--- src/sv/c3rb_pkg.sv ---
// Shared types and constants for the 3x3 convolution block.
package c3rb_pkg;

  localparam int OUT_W       = 20;
  localparam int OUT_TDATA_W = 24;
  localparam int KROW_W      = 24;
  localparam int SIZE_W      = 11;
  localparam int ROW_W       = 10;
  localparam int CFG_IDX_W   = 3;
  localparam int CFG_DATA_W  = 24;

  localparam logic [SIZE_W-1:0] HEIGHT_LIMIT  = 11'd1024;
  localparam logic [SIZE_W-1:0] FRAME_W_RESET = 11'd640;
  localparam logic [SIZE_W-1:0] FRAME_H_RESET = 11'd480;

  localparam logic [KROW_W-1:0] KTOP_RESET = 24'hFFFFFF;
  localparam logic [KROW_W-1:0] KMID_RESET = 24'hFF09FF;
  localparam logic [KROW_W-1:0] KBOT_RESET = 24'hFFFFFF;

  localparam logic [CFG_IDX_W-1:0] CFG_FRAME_WIDTH  = 3'd0;
  localparam logic [CFG_IDX_W-1:0] CFG_FRAME_HEIGHT = 3'd1;
  localparam logic [CFG_IDX_W-1:0] CFG_KERNEL_TOP   = 3'd2;
  localparam logic [CFG_IDX_W-1:0] CFG_KERNEL_MID   = 3'd3;
  localparam logic [CFG_IDX_W-1:0] CFG_KERNEL_BOT   = 3'd4;

  localparam logic FUNC_PIXEL = 1'b0;
  localparam logic FUNC_DRAIN = 1'b1;

  localparam int OFIFO_DEPTH = 4;
  localparam int OFIFO_PTR_W = 2;
  localparam int OFIFO_CNT_W = 3;

  typedef struct packed {
    logic valid;
    logic dup;
    logic last_in_run;
    logic last_of_frame;
  } job_t;

  typedef struct packed {
    logic [OUT_W-1:0] value;
    logic             last_in_run;
    logic             last_of_frame;
  } res_t;

endpackage

--- src/sv/c3rb_ofifo.sv ---
// Small result queue in front of the output channel.
module c3rb_ofifo (
  input  logic           clk,
  input  logic           rst_n,
  input  logic           push,
  input  c3rb_pkg::res_t push_res,
  input  logic           pop,
  output logic           out_valid,
  output c3rb_pkg::res_t out_res,
  output logic           room
);

  localparam int PTW = c3rb_pkg::OFIFO_PTR_W;
  localparam int CNW = c3rb_pkg::OFIFO_CNT_W;

  c3rb_pkg::res_t mem [c3rb_pkg::OFIFO_DEPTH];
  logic [PTW-1:0] wr_ptr_r;
  logic [PTW-1:0] rd_ptr_r;
  logic [CNW-1:0] count_r;

  assign out_valid = count_r != '0;
  assign out_res   = mem[rd_ptr_r];
  // pipeline freezes once three results wait
  assign room      = count_r < CNW'(c3rb_pkg::OFIFO_DEPTH - 1);

  always_ff @(posedge clk) begin
    if (!rst_n) begin
      wr_ptr_r <= '0;
      rd_ptr_r <= '0;
      count_r  <= '0;
    end else begin
      if (push) begin
        wr_ptr_r <= wr_ptr_r + PTW'(1);
      end
      if (pop) begin
        rd_ptr_r <= rd_ptr_r + PTW'(1);
      end
      unique case ({push, pop})
        2'b10:   count_r <= count_r + CNW'(1);
        2'b01:   count_r <= count_r - CNW'(1);
        default: count_r <= count_r;
      endcase
    end
  end

  always_ff @(posedge clk) begin
    if (push) begin
      mem[wr_ptr_r] <= push_res;
    end
  end

endmodule

--- config.mk ---
export PLATFORM = sky130hd
export DESIGN_NAME = c3rb_ofifo
export DESIGN_NICKNAME = d
export VERILOG_FILES = /design/src/sv/c3rb_pkg.sv /design/src/sv/c3rb_ofifo.sv
export SDC_FILE = /design/constraint.sdc
export NUM_CORES = 1
export LEC_CHECK = 0
export BUFFER_PORTS_ARGS = -buffer_cell sky130_fd_sc_hd__buf_2
export CAP_MARGIN = 20
export CELL_PAD_IN_SITES_DETAIL_PLACEMENT = 0
export CELL_PAD_IN_SITES_GLOBAL_PLACEMENT = 1
export CORE_MARGIN = 2
export CORE_UTILIZATION = 39
export CTS_BUF_LIST = sky130_fd_sc_hd__clkbuf_2 sky130_fd_sc_hd__clkbuf_4 sky130_fd_sc_hd__clkbuf_8
export DETAILED_ROUTE_END_ITERATION = 8
export GPL_TIMING_DRIVEN = 0
export PLACE_DENSITY_LB_ADDON = 0.3
export SLEW_MARGIN = 20
export SYNTH_ARGS = -nofsm -noshare
export SYNTH_HDL_FRONTEND = slang
export SYNTH_SLANG_ARGS = --single-unit
--- constraint.sdc ---
create_clock -name clk -period 2.2 [get_ports clk]
set_input_delay 0.44 -clock clk [delete_from_list [all_inputs] [get_ports clk]]
set_output_delay 0.44 -clock clk [all_outputs]
set_load 0.05 [all_outputs]
### After elaboration in Yosys (flattened, before gate mapping)

Memories as Yosys holds them, arrays and structs flattened. A register that Yosys moved wholly into a read port is not among the register bits.
Index checks and enable logic that the tools add are counted.

| word-level totals | value |
|---|---|
| bits in writable memories | 88 |
| memories kept | 1 |
| register bits after elaboration | 7 |
| input port bits | 26 |

| cells by class | value |
|---|---|
| reduce and logical (&&, ||, !) cells | 2 |
| mux-type cells | 5 |
| add/sub/neg operators | 4 |
| equal/unequal tests | 2 |
| $lt $le $gt $ge | 1 |

Memories:

| name | words | width | rd ports | clocked after memory_dff | wr ports | line | source |
|---|---|---|---|---|---|---|---|
| mem | 4 | 22 | 1 | 1 | 1 | c3rb_ofifo.sv:16 | `c3rb_pkg::res_t mem [c3rb_pkg::OFIFO_DEPTH];` |

Operators by type and width:

| cell | count |
|---|---|
| $pmux 3 s2 | 1 |
| $add 2x1->2 const B | 2 |
| $mux 2 | 2 |
| $add 3x1->3 const B | 1 |
| $lt 3x2->1 const B | 1 |
| $reduce_bool 3->1 | 1 |
| $sub 3x1->3 const B | 1 |
| $eq 2x1->1 const B | 1 |
| $eq 2x2->1 const B | 1 |
| $mux 1 | 2 |
| $reduce_bool 2->1 | 1 |

### Depth between registers and ports, before layout

| depth | value |
|---|---|
| depth in word-level cells | 3 |
| mapped depth | 7 |

### Worst setup path after synthesis

No wires, ideal clock.

| path | value |
|---|---|
| kind | in2reg |
| from | input port push |
| to | register count_r[2] |
| path slack | 0.495 ns |
| cell stages on the path | 7 |
| arrival time | 1.630 ns |
| setup time | 0.076 ns |
| buffers on the path | 0 |
| cells stage by stage | inv_1 -> ha_1 -> inv_1 -> fa_1 -> xor2_1 -> or3_1 -> a21boi_0 |

| between the ends | value |
|---|---|
| cells in the longest elaborated chain, start to end | 2 |
| elaborated cells on any way between the ends | 4 |

RTL lines:

| what | line | source |
|---|---|---|
| start, declared | c3rb_ofifo.sv:5 | `input logic push,` |
| $eq 2x1->1 or $eq 2x2->1 (tied branches) | c3rb_ofifo.sv:38 | `unique case ({push, pop})` |
| $pmux 3 s2 or $reduce_bool 2->1 (tied branches) | n/a |  |
| end signal, assigned | c3rb_ofifo.sv:39 | `2'b10: count_r <= count_r + CNW'(1);` |
| end signal, assigned | c3rb_ofifo.sv:40 | `2'b01: count_r <= count_r - CNW'(1);` |
| end signal, assigned | c3rb_ofifo.sv:41 | `default: count_r <= count_r;` |
| end, declared | c3rb_ofifo.sv:19 | `logic [CNW-1:0] count_r;` |

Parallel ways exist; a longest one is shown, timed or not.
A chain may end at the register's enable or synchronous reset.

==> run metrics <==
Post-synth top cells=edfxtp_1 (88), mux4_2 (20), and2_1 (10); EDFF count, synth=88; Pleak=1.48 nW; asr flop ratio synth=0%; Register Area=2830 µm²; worst slew pin tran=around 620 ps; yosys warns=0; clock buffer depth=2; Crit Path Max Fanout=10; skew final=approximately 14 ps; Die ar.=just over 10,000 µm²; Fill cells=around 800; CP max stage cell=mux4_2; area of the multi-input gates=around 760 µm²; Mapped Avg Cell Area=between 20 and 25 µm²; Metal-1 WL=~2500 µm; vias in the first global route=1,710; count leader, synth=edfxtp_1; crit path launch type=register; Cell Count, Final, Fillers Out=roughly 340; core area=slightly above 9000 µm²; CTS tree=done; CTS Buf Count=9; met2 WL post-DR=around 2900 µm; WP data required=approximately 1800 ps; Top Layer Used=met4; GP Congestion=between 0.6 and 0.7; Primary FF master, synth=edfxtp_1; Max stage delay on crit path=approximately 520 ps; setup slack, reg-to-reg=around 630 ps; Area Overhead vs Synth=18.1%; min Tclk post-route=between 2000 and 2500 ps; First-pass DRT Iterations=4; Bufs and invs on worst path=2; Min Hold Slack=about 300 ps; Placed Cells=320; wire per inst=17.1 µm; Clock Sinks=97; CP cell instances=buf_12, mux4_2, buf_2; Final HPWL DP=about 3500 µm; synthesis-stage register bit count=between 90 and 100; Die X=100 µm; Reg2Reg Launch Point=count_r[0]$_SDFFE_PN0P_; CTS clock-pin slew for the worst setup and hold paths=approximately 100 ps; max-slew violation count=0; Initial Util=roughly 40%; Seq/Total Area, Yosys=just under 80%; global-route wire length before repair=roughly 9000 µm; Synth Cell Area=around 3600 µm²; RSZ-0062 raised after global routing=no; status=finished, final reports clean; library cells used by synthesis=19; TNS Setup=0 ps; worst endpoint data arrival time=~1700 ps; layout cell share with drive strength beyond 1=a little over two fifths; Max transition margin=approximately three fifths; Min-Delay Endpoint=mem[0][15]$_DFFE_PP_; FMAX=around 0.48 GHz; vias per cell=about 4.9; initial antenna violation count=0; Clk Latency, worst-skew pair=between 300 and 400 ps; top cell type's share of synthesized area=about 73%; final setup fails=0; WL met3=between 200 and 300 µm; fin crit share=a little over nine tenths; Power Density=963 nW/µm²; Syn Nets=between 150 and 200; # DRC=0; Max Cap Viol=0; Port-buffer cells=49; root cell of the clock tree=clkbuf_8; worst hold path stage count=1; largest net degree at the start of global routing=23; RR Endpoint=count_r[2]$_SDFFE_PN0P_; Synth Instances=160; num ports=50; r2r worst-path depth=5; Hold Fails Final Rpt=0; largest cells by area after synthesis=edfxtp_1 (73%), mux4_2 (12%), dfxtp_1 (5.0%); number of diodes=0; die height=between 100 and 150 µm; Routed Antenna Nets=0; number of DRC markers in iteration 0=between 50 and 60; min-delay src=push_res[15]; CP delay by family, top=multiplexers; Crit. End Element=primary output; CTS HTree Levels=3; Min-Delay Path Class=in2reg; GRT Util Overall=approximately 13%; crit path kind=reg2out; layout net count=roughly 250; Synth area leader=edfxtp_1; Remaining Overflow, GRT=0; drt total wl=approximately 5700 µm; Max VDD drop=approximately 360 µV; Via Count=approximately 1,700; CTS hold repair buffers=0; Site Rows=35
[power breakdown]
group	switching (mW)	internal (mW)
sequential	0.0333	2.11
combinational	0.420	0.202
clock	0.591	0.771
[stage by stage]
| step | utilization, % | setup slack, ps | area [µm²] | power, mW |
|---|---|---|---|---|
| final | 46.8 | 103 | 4280 | 4.12 |
| after floorplan | - | 495 | 3630 | 2.65 |
| after global placement | 43.8 | 191 | 4010 | 2.80 |
| after global routing | 46.8 | 17.8 | 4280 | 4.29 |
| after detailed placement | 43.9 | 253 | 4020 | 2.81 |
| after CTS | 46.7 | 2.87 | 4270 | 4.17 |
[cells in the final DEF (no fill, tap or decap)]
cell and instances:
and2_1 6, or3_1 2, nor2b_1 1, xor2_1 3
buf_2 51, inv_6 1, fa_1 1, and2_2 4
clkbuf_8 9, bufinv_16 3, mux4_2 20, a21boi_0 1
xnor2_1 2, clkbuf_4 1, ha_1 5, buf_12 2
dfxtp_4 1, edfxtp_1 88, inv_1 6, mux4_1 2
dfxtp_1 8, clkinvlp_4 2, nand2_1 2, mux2i_1 1
o21ai_0 2, a21oi_1 1
[area by class of cell]
cell class / instances / area share, %
flip-flops and latches: 97 / 66.0
multi-input cells: 53 / 17.6
repair buffers: 49 / 5.72
well taps: 111 / 3.24
clock buffers: 10 / 3.07
clock inverters: 6 / 2.66
plain buffers: 4 / 1.17
inverters: 6 / 0.526
[metal layers]
| layer | vias up | track usage, % |
|---|---|---|
| met2 | 37 | 20.0 |
| met1 | 840 | 15.3 |
| met5 | - | 0 |
| met4 | 0 | 5.37 |
| met3 | 10 | 4.92 |
| li1 | 765 | - |
[worst register-to-register path: cells and delay by family, from the launching register on]
family                   cells  cell delay (ps)
buffers and inverters        1               80
AND/OR/NAND/NOR              1              300
adder cells (fa/ha/maj)      1              430
AO/OA/AOI/OAI                1              150
flip-flops                   1              390
XOR/XNOR                     1              160
[what timing repair did]
action | in CTS | in global routing
setup endpoints to repair | 20 | 17
resized for setup | 3 | 3
setup buffers | 0 | 0
[registers in the layout (all words and copies together) (netlist names), named ones only]
name,count
rd_ptr_r,2
mem,88
wr_ptr_r,2
count_r,3
[worst max path at each step]
stage | startpoint | endpoint | slack, ps | cells after the start
global route | register | out_res[10] | 20 | 3
detailed placement | push | count_r[2]$_SDFFE_PN0P_ | 250 | 8
global placement | push | mem[0][7]$_DFFE_PP_ | 190 | 2
finish | register | out_res[10] | 100 | 3
CTS | register | out_res[10] | 3 | 3
floorplan | push | count_r[2]$_SDFFE_PN0P_ | 490 | 7
[cell families (layout without fill, tap and decap cells)]
group	Yosys count	in the layout	synth area share, %
compound gates	4	4	0.621
xor+xnor	5	5	1.21
fa+ha+maj	6	6	2.28
buf+inv	10	75	1.52
flops	97	97	77.8
mux	23	23	14.1
simple gates	15	15	2.45
Power figures use the tool's default switching activity.
