File: src/sv/c3rb_pkg.sv
// Shared types and constants for the 3x3 convolution block.
package c3rb_pkg;

  localparam int OUT_W       = 20;
  localparam int OUT_TDATA_W = 24;
  localparam int KROW_W      = 24;
  localparam int SIZE_W      = 11;
  localparam int ROW_W       = 10;
  localparam int CFG_IDX_W   = 3;
  localparam int CFG_DATA_W  = 24;

  localparam logic [SIZE_W-1:0] HEIGHT_LIMIT  = 11'd1024;
  localparam logic [SIZE_W-1:0] FRAME_W_RESET = 11'd640;
  localparam logic [SIZE_W-1:0] FRAME_H_RESET = 11'd480;

  localparam logic [KROW_W-1:0] KTOP_RESET = 24'hFFFFFF;
  localparam logic [KROW_W-1:0] KMID_RESET = 24'hFF09FF;
  localparam logic [KROW_W-1:0] KBOT_RESET = 24'hFFFFFF;

  localparam logic [CFG_IDX_W-1:0] CFG_FRAME_WIDTH  = 3'd0;
  localparam logic [CFG_IDX_W-1:0] CFG_FRAME_HEIGHT = 3'd1;
  localparam logic [CFG_IDX_W-1:0] CFG_KERNEL_TOP   = 3'd2;
  localparam logic [CFG_IDX_W-1:0] CFG_KERNEL_MID   = 3'd3;
  localparam logic [CFG_IDX_W-1:0] CFG_KERNEL_BOT   = 3'd4;

  localparam logic FUNC_PIXEL = 1'b0;
  localparam logic FUNC_DRAIN = 1'b1;

  localparam int OFIFO_DEPTH = 4;
  localparam int OFIFO_PTR_W = 2;
  localparam int OFIFO_CNT_W = 3;

  typedef struct packed {
    logic valid;
    logic dup;
    logic last_in_run;
    logic last_of_frame;
  } job_t;

  typedef struct packed {
    logic [OUT_W-1:0] value;
    logic             last_in_run;
    logic             last_of_frame;
  } res_t;

endpackage

File: src/sv/c3rb_mac.sv
// Nine parallel multiplies, registered row sums and final sum.
module c3rb_mac #(
  parameter int PIXEL_BITS = 8,
  parameter int COEFF_BITS = 8
) (
  input  logic                        clk,
  input  logic                        rst_n,
  input  logic                        adv,
  input  c3rb_pkg::job_t              job,
  input  logic [9*PIXEL_BITS-1:0]     win,
  input  logic [c3rb_pkg::KROW_W-1:0] k_top,
  input  logic [c3rb_pkg::KROW_W-1:0] k_mid,
  input  logic [c3rb_pkg::KROW_W-1:0] k_bot,
  output logic                        res_valid,
  output c3rb_pkg::res_t              res
);

  localparam int P  = PIXEL_BITS;
  localparam int CB = COEFF_BITS;
  localparam int PW = PIXEL_BITS + 1 + COEFF_BITS;
  localparam int RW = PW + 2;
  localparam int SW = PW + 4;
  localparam int KW = (3 * COEFF_BITS > c3rb_pkg::KROW_W) ? 3 * COEFF_BITS : c3rb_pkg::KROW_W;

  logic [KW-1:0]        kext [3];
  logic signed [PW-1:0] prod [3][3];
  logic signed [PW-1:0] p_r  [3][3];
  logic signed [RW-1:0] rs_r [3];
  logic signed [SW-1:0] total;
  c3rb_pkg::job_t       p_job_r;
  c3rb_pkg::job_t       rs_job_r;
  c3rb_pkg::res_t       res_r;
  logic                 res_valid_r;

  assign kext[0] = KW'(k_top);
  assign kext[1] = KW'(k_mid);
  assign kext[2] = KW'(k_bot);

  always_comb begin
    for (int r = 0; r < 3; r++) begin
      for (int c = 0; c < 3; c++) begin
        prod[r][c] = $signed({1'b0, win[(r*3 + (job.dup ? ((c == 0) ? 1 : 2) : c))*P +: P]})
                     * $signed(kext[r][c*CB +: CB]);
      end
    end
  end

  assign total = SW'(rs_r[0]) + SW'(rs_r[1]) + SW'(rs_r[2]);

  always_ff @(posedge clk) begin
    if (!rst_n) begin
      p_job_r     <= '0;
      rs_job_r    <= '0;
      res_valid_r <= 1'b0;
    end else if (adv) begin
      p_job_r     <= job;
      rs_job_r    <= p_job_r;
      res_valid_r <= rs_job_r.valid;
    end
  end

  always_ff @(posedge clk) begin
    if (adv) begin
      p_r <= prod;
      for (int r = 0; r < 3; r++) begin
        rs_r[r] <= RW'(p_r[r][0]) + RW'(p_r[r][1]) + RW'(p_r[r][2]);
      end
      res_r.value         <= c3rb_pkg::OUT_W'(total);
      res_r.last_in_run   <= rs_job_r.last_in_run;
      res_r.last_of_frame <= rs_job_r.last_of_frame;
    end
  end

  assign res_valid = res_valid_r;
  assign res       = res_r;

endmodule

File: config.mk
export PLATFORM = sky130hd
export DESIGN_NAME = c3rb_mac
export DESIGN_NICKNAME = d
export VERILOG_FILES = /design/src/sv/c3rb_pkg.sv /design/src/sv/c3rb_mac.sv
export SDC_FILE = /design/constraint.sdc
export NUM_CORES = 2
export LEC_CHECK = 0
export BUFFER_PORTS_ARGS = -buffer_cell sky130_fd_sc_hd__buf_2
export CORE_ASPECT_RATIO = 1.4
export CORE_MARGIN = 5
export CORE_UTILIZATION = 58
export CTS_CLUSTER_DIAMETER = 80
export DETAILED_ROUTE_END_ITERATION = 6
export PLACE_DENSITY = 0.78
export SYNTH_ARGS = -nofsm -noshare
export SYNTH_HDL_FRONTEND = slang
export SYNTH_SLANG_ARGS = --single-unit
File: constraint.sdc
create_clock -name clk -period 5.5 [get_ports clk]
set_input_delay 0.275 -clock clk [delete_from_list [all_inputs] [get_ports clk]]
set_output_delay 0.275 -clock clk [all_outputs]
set_load 0.005 [all_outputs]
# After elaboration in Yosys (flattened, before gate mapping)
# Memories as Yosys holds them, arrays and structs flattened.
# Cells that the tools add are included.
# Widths: inputs -> output; s select.
dict set report word_totals {
  n_memories 1
  mem_bits_ro 0
  latchBits 0
  mem_bits_rw 57
  inputBits 151
  wordCells 51
  output_inout_bits 23
  regBits 182
}
dict set report classes {
  mul 9
  bitwise 0
  n_eq_ne 0
  reduce_logical 0
  add_sub_neg 12
  n_div 0
  shift 6
  muxes 4
  order_cmp 0
}
# memory words word_bits read_ports rd_ports_with_merged_regs wr line
set mem_list {}
lappend mem_list {rs_r 3 19 3 0 3 c3rb_mac.sv:28} ;# logic signed [RW-1:0] rs_r [3];
# operator count
set ops {}
lappend ops {{$shiftx 72x32->8} 4}
lappend ops {{$mul 9x8->17} 9}
lappend ops {{$shiftx 72x8->8} 2}
lappend ops {{$add 3x29->29 const A} 2}
lappend ops {{$add 18x17->19} 3}
lappend ops {{$add 17x17->18} 3}
lappend ops {{$add 19x19->20} 1}
lappend ops {{$add 20x19->20} 1}
lappend ops {{$add 3x1->4 const A} 1}
lappend ops {{$add 3x2->4 const A} 1}
lappend ops {{$mux 1} 3}
lappend ops {{$mux 2} 1}

# Depth between registers and ports, before layout
dict set report logic_depth {
  ltp_word 4
  ltp_mapped 20
  ltp_nobuf 18
}

# Least setup slack after synthesis
# Ideal clock, no wire load.
dict set report synth_timing {
  path_type {input to register}
  start {input job[2] in the netlist's numbering}
  end {register p_r[99] in the netlist's numbering (data pin)}
  setup_ps 265
  arrival_ps 5009
  t_required_ps 5235
  slack_ps 225
  stages 17
  path_cell_list {clkbuf_1 > buf_2 > mux2i_1 > nand2_1 > fa_1 > fa_1 > inv_1 > fa_1 > inv_1 > fa_1 > inv_1 > ha_1 > o21ai_1 > a21oi_1 > a211oi_2 > nor3_1 > or3_1}
}
# element line
set synth_rtl {}
lappend synth_rtl {{start, declared} c3rb_mac.sv:9} ;# input c3rb_pkg::job_t job,
lappend synth_rtl {{end signal, assigned} c3rb_mac.sv:64} ;# p_r <= prod;
lappend synth_rtl {{end, declared} c3rb_mac.sv:27} ;# logic signed [PW-1:0] p_r [3][3];

==> results.md <==
* Status: finished, final reports clean
* Gate power share at 71.4%
* Max_slew headroom at 35.18%
* CTS tree: yes
* Post-Layout Cell Count at 4161
* Sw Ratio at 46.74%
* Final Power at 21.57 mW
* Tot GR Track Use at 24.12%
* Top cell type's share of synthesized area at 25.13%
* Vias in the first global route at 24348
* Final ANT Viol Nets at 0
* Syn_nets at 4217
* Worst setup margin at 680.6 ps
* Mean Syn Cell Area at 10.12 um2
* CP Cell Sequence: buf_2 -> buf_12 -> buf_12 -> mux2i_1 -> nor2b_1 -> fa_1 -> inv_1 -> fa_1 -> inv_1 -> fa_1 -> inv_1 -> fa_1 -> inv_1 -> ha_1 -> o21a_1 -> o31a_1 -> o221a_1 -> o21ai_1 -> or4b_1 -> o311ai_1
* Die width at 209.8 um
* Highest clock rate at 207.5 MHz
* CP Class: in -> reg
* Placed inst area at 34370 um2
* Post-synth top cells: 595 x inv_1, 456 x ha_1, 407 x fa_1
* Drt total wl at 72.09 mm
* Cts bufs inserted at 27
* Psw at 10.08 mW
* Clock sinks at 239
* Clock Skews at 18.70 ps
* Arr. time, crit path at 5180 ps
* Die Y at 289.7 um
* Netlist cell types at 71
* Ys flop type: edfxtp_1
* Initial Util at 58.53%
* RSZ-0062 raised after global routing: false
* Placed insts at 4107
* Synthesized flop and latch total at 239
* Root Buffer: clkbuf_16
* Number of synthesized flops with an enable pin at 232
* Synthesis-to-layout area growth at 8.938%
* Total Die Area at 60790 um2
* Setup TNS at 0 ps
* Worst-Skew Late Latency at 550 ps
* Post-layout nets at 4425
* First-pass GRT wire length at 119.8 mm
* Crit path max-delay cell type: fa_1
* Period minus WS final at 4819 ps
* Synth Cell Area at 32420 um2
* Max VDD drop at 0.0005716 V
* Number of remaining DRC errors at 0
* Count leader, synth: inv_1
* Leak at 17.14 nW
* Slew of the pin with the lowest slew margin at 972.2 ps
* Post-Synthesis Cells at 3203
* Hpwl dp at 59.82 mm
* Worst hold path type: in -> reg
* DRT iter0 DRCs at 1255
* DR pass1 iterations at 5
* Avg WL per Cell at 17.32 um
* Register area share after synthesis at 21.92%
* Via count at 23054
* Largest net degree at the start of global routing at 126
* Place WS at 130.5 ps
* Std-Cell Core Area at 55390 um2
* Largest fanout on the critical path at 27
* Sequential power share at 20.0%
* Leading area contributor after synthesis: fa_1
* Clock transition at path regs at 60 ps
* Share of layout cells above drive strength 1 at 8.683%
* IO Pins at 174
* Setup violations, final at 0
* Final hold viol count at 0
* CTS H-tree depth at 1
* RePlAce Congestion at 0.9111
* Final-layout fill cell count at 4524
* Antenna violations before repair at 2
* Worst Setup End Kind: flop
* Max stage delay on crit path at 530 ps
* Post-route cell area at 35320 um2
* # rows at 102
* Top cells by area, synth: fa_1 25%, edfxtp_1 21%, ha_1 18%
* GRT overflow at 0
* Port Buffers at 173
* Clk pwr share at 8.6%
* Synth Warn # at 0
* # resized after CTS at 0
* Via-to-Cell Ratio at 5.540
* P per Cell Area at 610.7 nW/um2
* Post-route clock period utilization at 87.63%
* Pint at 11.49 mW
* Startpoint Class: primary input
* Worst EP required at 5860 ps
* Fraction of registers with async set/reset at 0%
* Hold Worst Slack at 43.97 ps
* CTS Buffer Depth at 3
* Count of pins over their slew limit at 0
* Final Util at 63.77%
* Max Cap Viol at 0
==> timing repair <==
item,in CTS,in global routing
hold buffers,3,0
setup buffers,0,0
hold endpoints to repair,3,0
==> power groups by stage <==
stage,sequential (mW),clock (mW),combinational [mW]
2_1_floorplan,4.11,0,11.7
3_3_place_gp,4.35,0,14.9
3_5_place_dp,4.36,0,15.2
4_1_cts,4.34,1.89,15.4
5_1_grt,4.40,1.97,17.3
6_report,4.32,1.85,15.4
==> worst paths after layout <==
| check | from | to | slack, ps | cells past startpoint |
|---|---|---|---|---|
| worst max-delay path | job[2] | p_r[150] | 680 | 20 |
| worst min-delay path | rst_n | res_valid | 40 | 2 |
| worst max register to register | rs_r[0][39] | res[17] | 2190 | 10 |
| worst min register to register | rs_job_r[1] | res[1] | 430 | 0 |
==> cells by family after synthesis <==
| group | count (synthesis) | share of synthesized area (%) |
|---|---|---|
| compound gates | 397 | 8.166 |
| xor+xnor | 148 | 3.998 |
| fa+ha+maj | 863 | 42.73 |
| buf+inv | 624 | 7.251 |
| flops | 239 | 21.92 |
| mux | 58 | 1.883 |
| simple gates | 874 | 14.05 |
==> routing by layer <==
layer	part of all wire, %	GRT usage (%)	up-vias	routed length [um]
met4	2.7	6.251	0	1969
met1	40	29.57	11497	28530
met2	54	45.93	527	38710
met3	4.0	1.879	129	2883
met5	0	0	-	0
li1	-	-	10901	-
==> state kept, by name (all words and copies together), names as in the netlist <==
signal and flops:
p_job_r 3, rs_job_r 3, rs_r 57, res 22, res_valid 1, p_r 153
==> critical path, delay by kind of cell <==
family                     cells  cell delay, ps
buffers and inverters          7             720
adders and majority gates      5            2280
and+or+nand+nor                2             560
AOI/OAI and AO/OA              5             840
muxes                          1             430
==> layout by cell type (no fill, tap or decap), drive strengths merged, types with 31 or more instances in the layout <==
master,instances
nor2b,163
a21oi,109
edfxtp,232
o21a,31
nand2b,66
xor2,45
ha,456
inv,596
and2,192
o21ai,85
xnor2,103
buf,205
a21o,43
nor2,114
fa,407
mux2i,34
nand2,238
==> area by class of cell <==
cell class              instances  area (um2)  share of cell area (%)
clock inverters                21       235.2                  0.6660
multi-input cells            2340       22960                   65.02
diodes                          1       2.502                0.007085
repair buffers                208        1184                   3.351
flip-flops and latches        239        7107                   20.12
well taps                     728       910.9                   2.579
clock buffers                  29       683.2                   1.934
inverters                     595        2233                   6.323
Note: power is estimated with default switching activity, not from simulation.
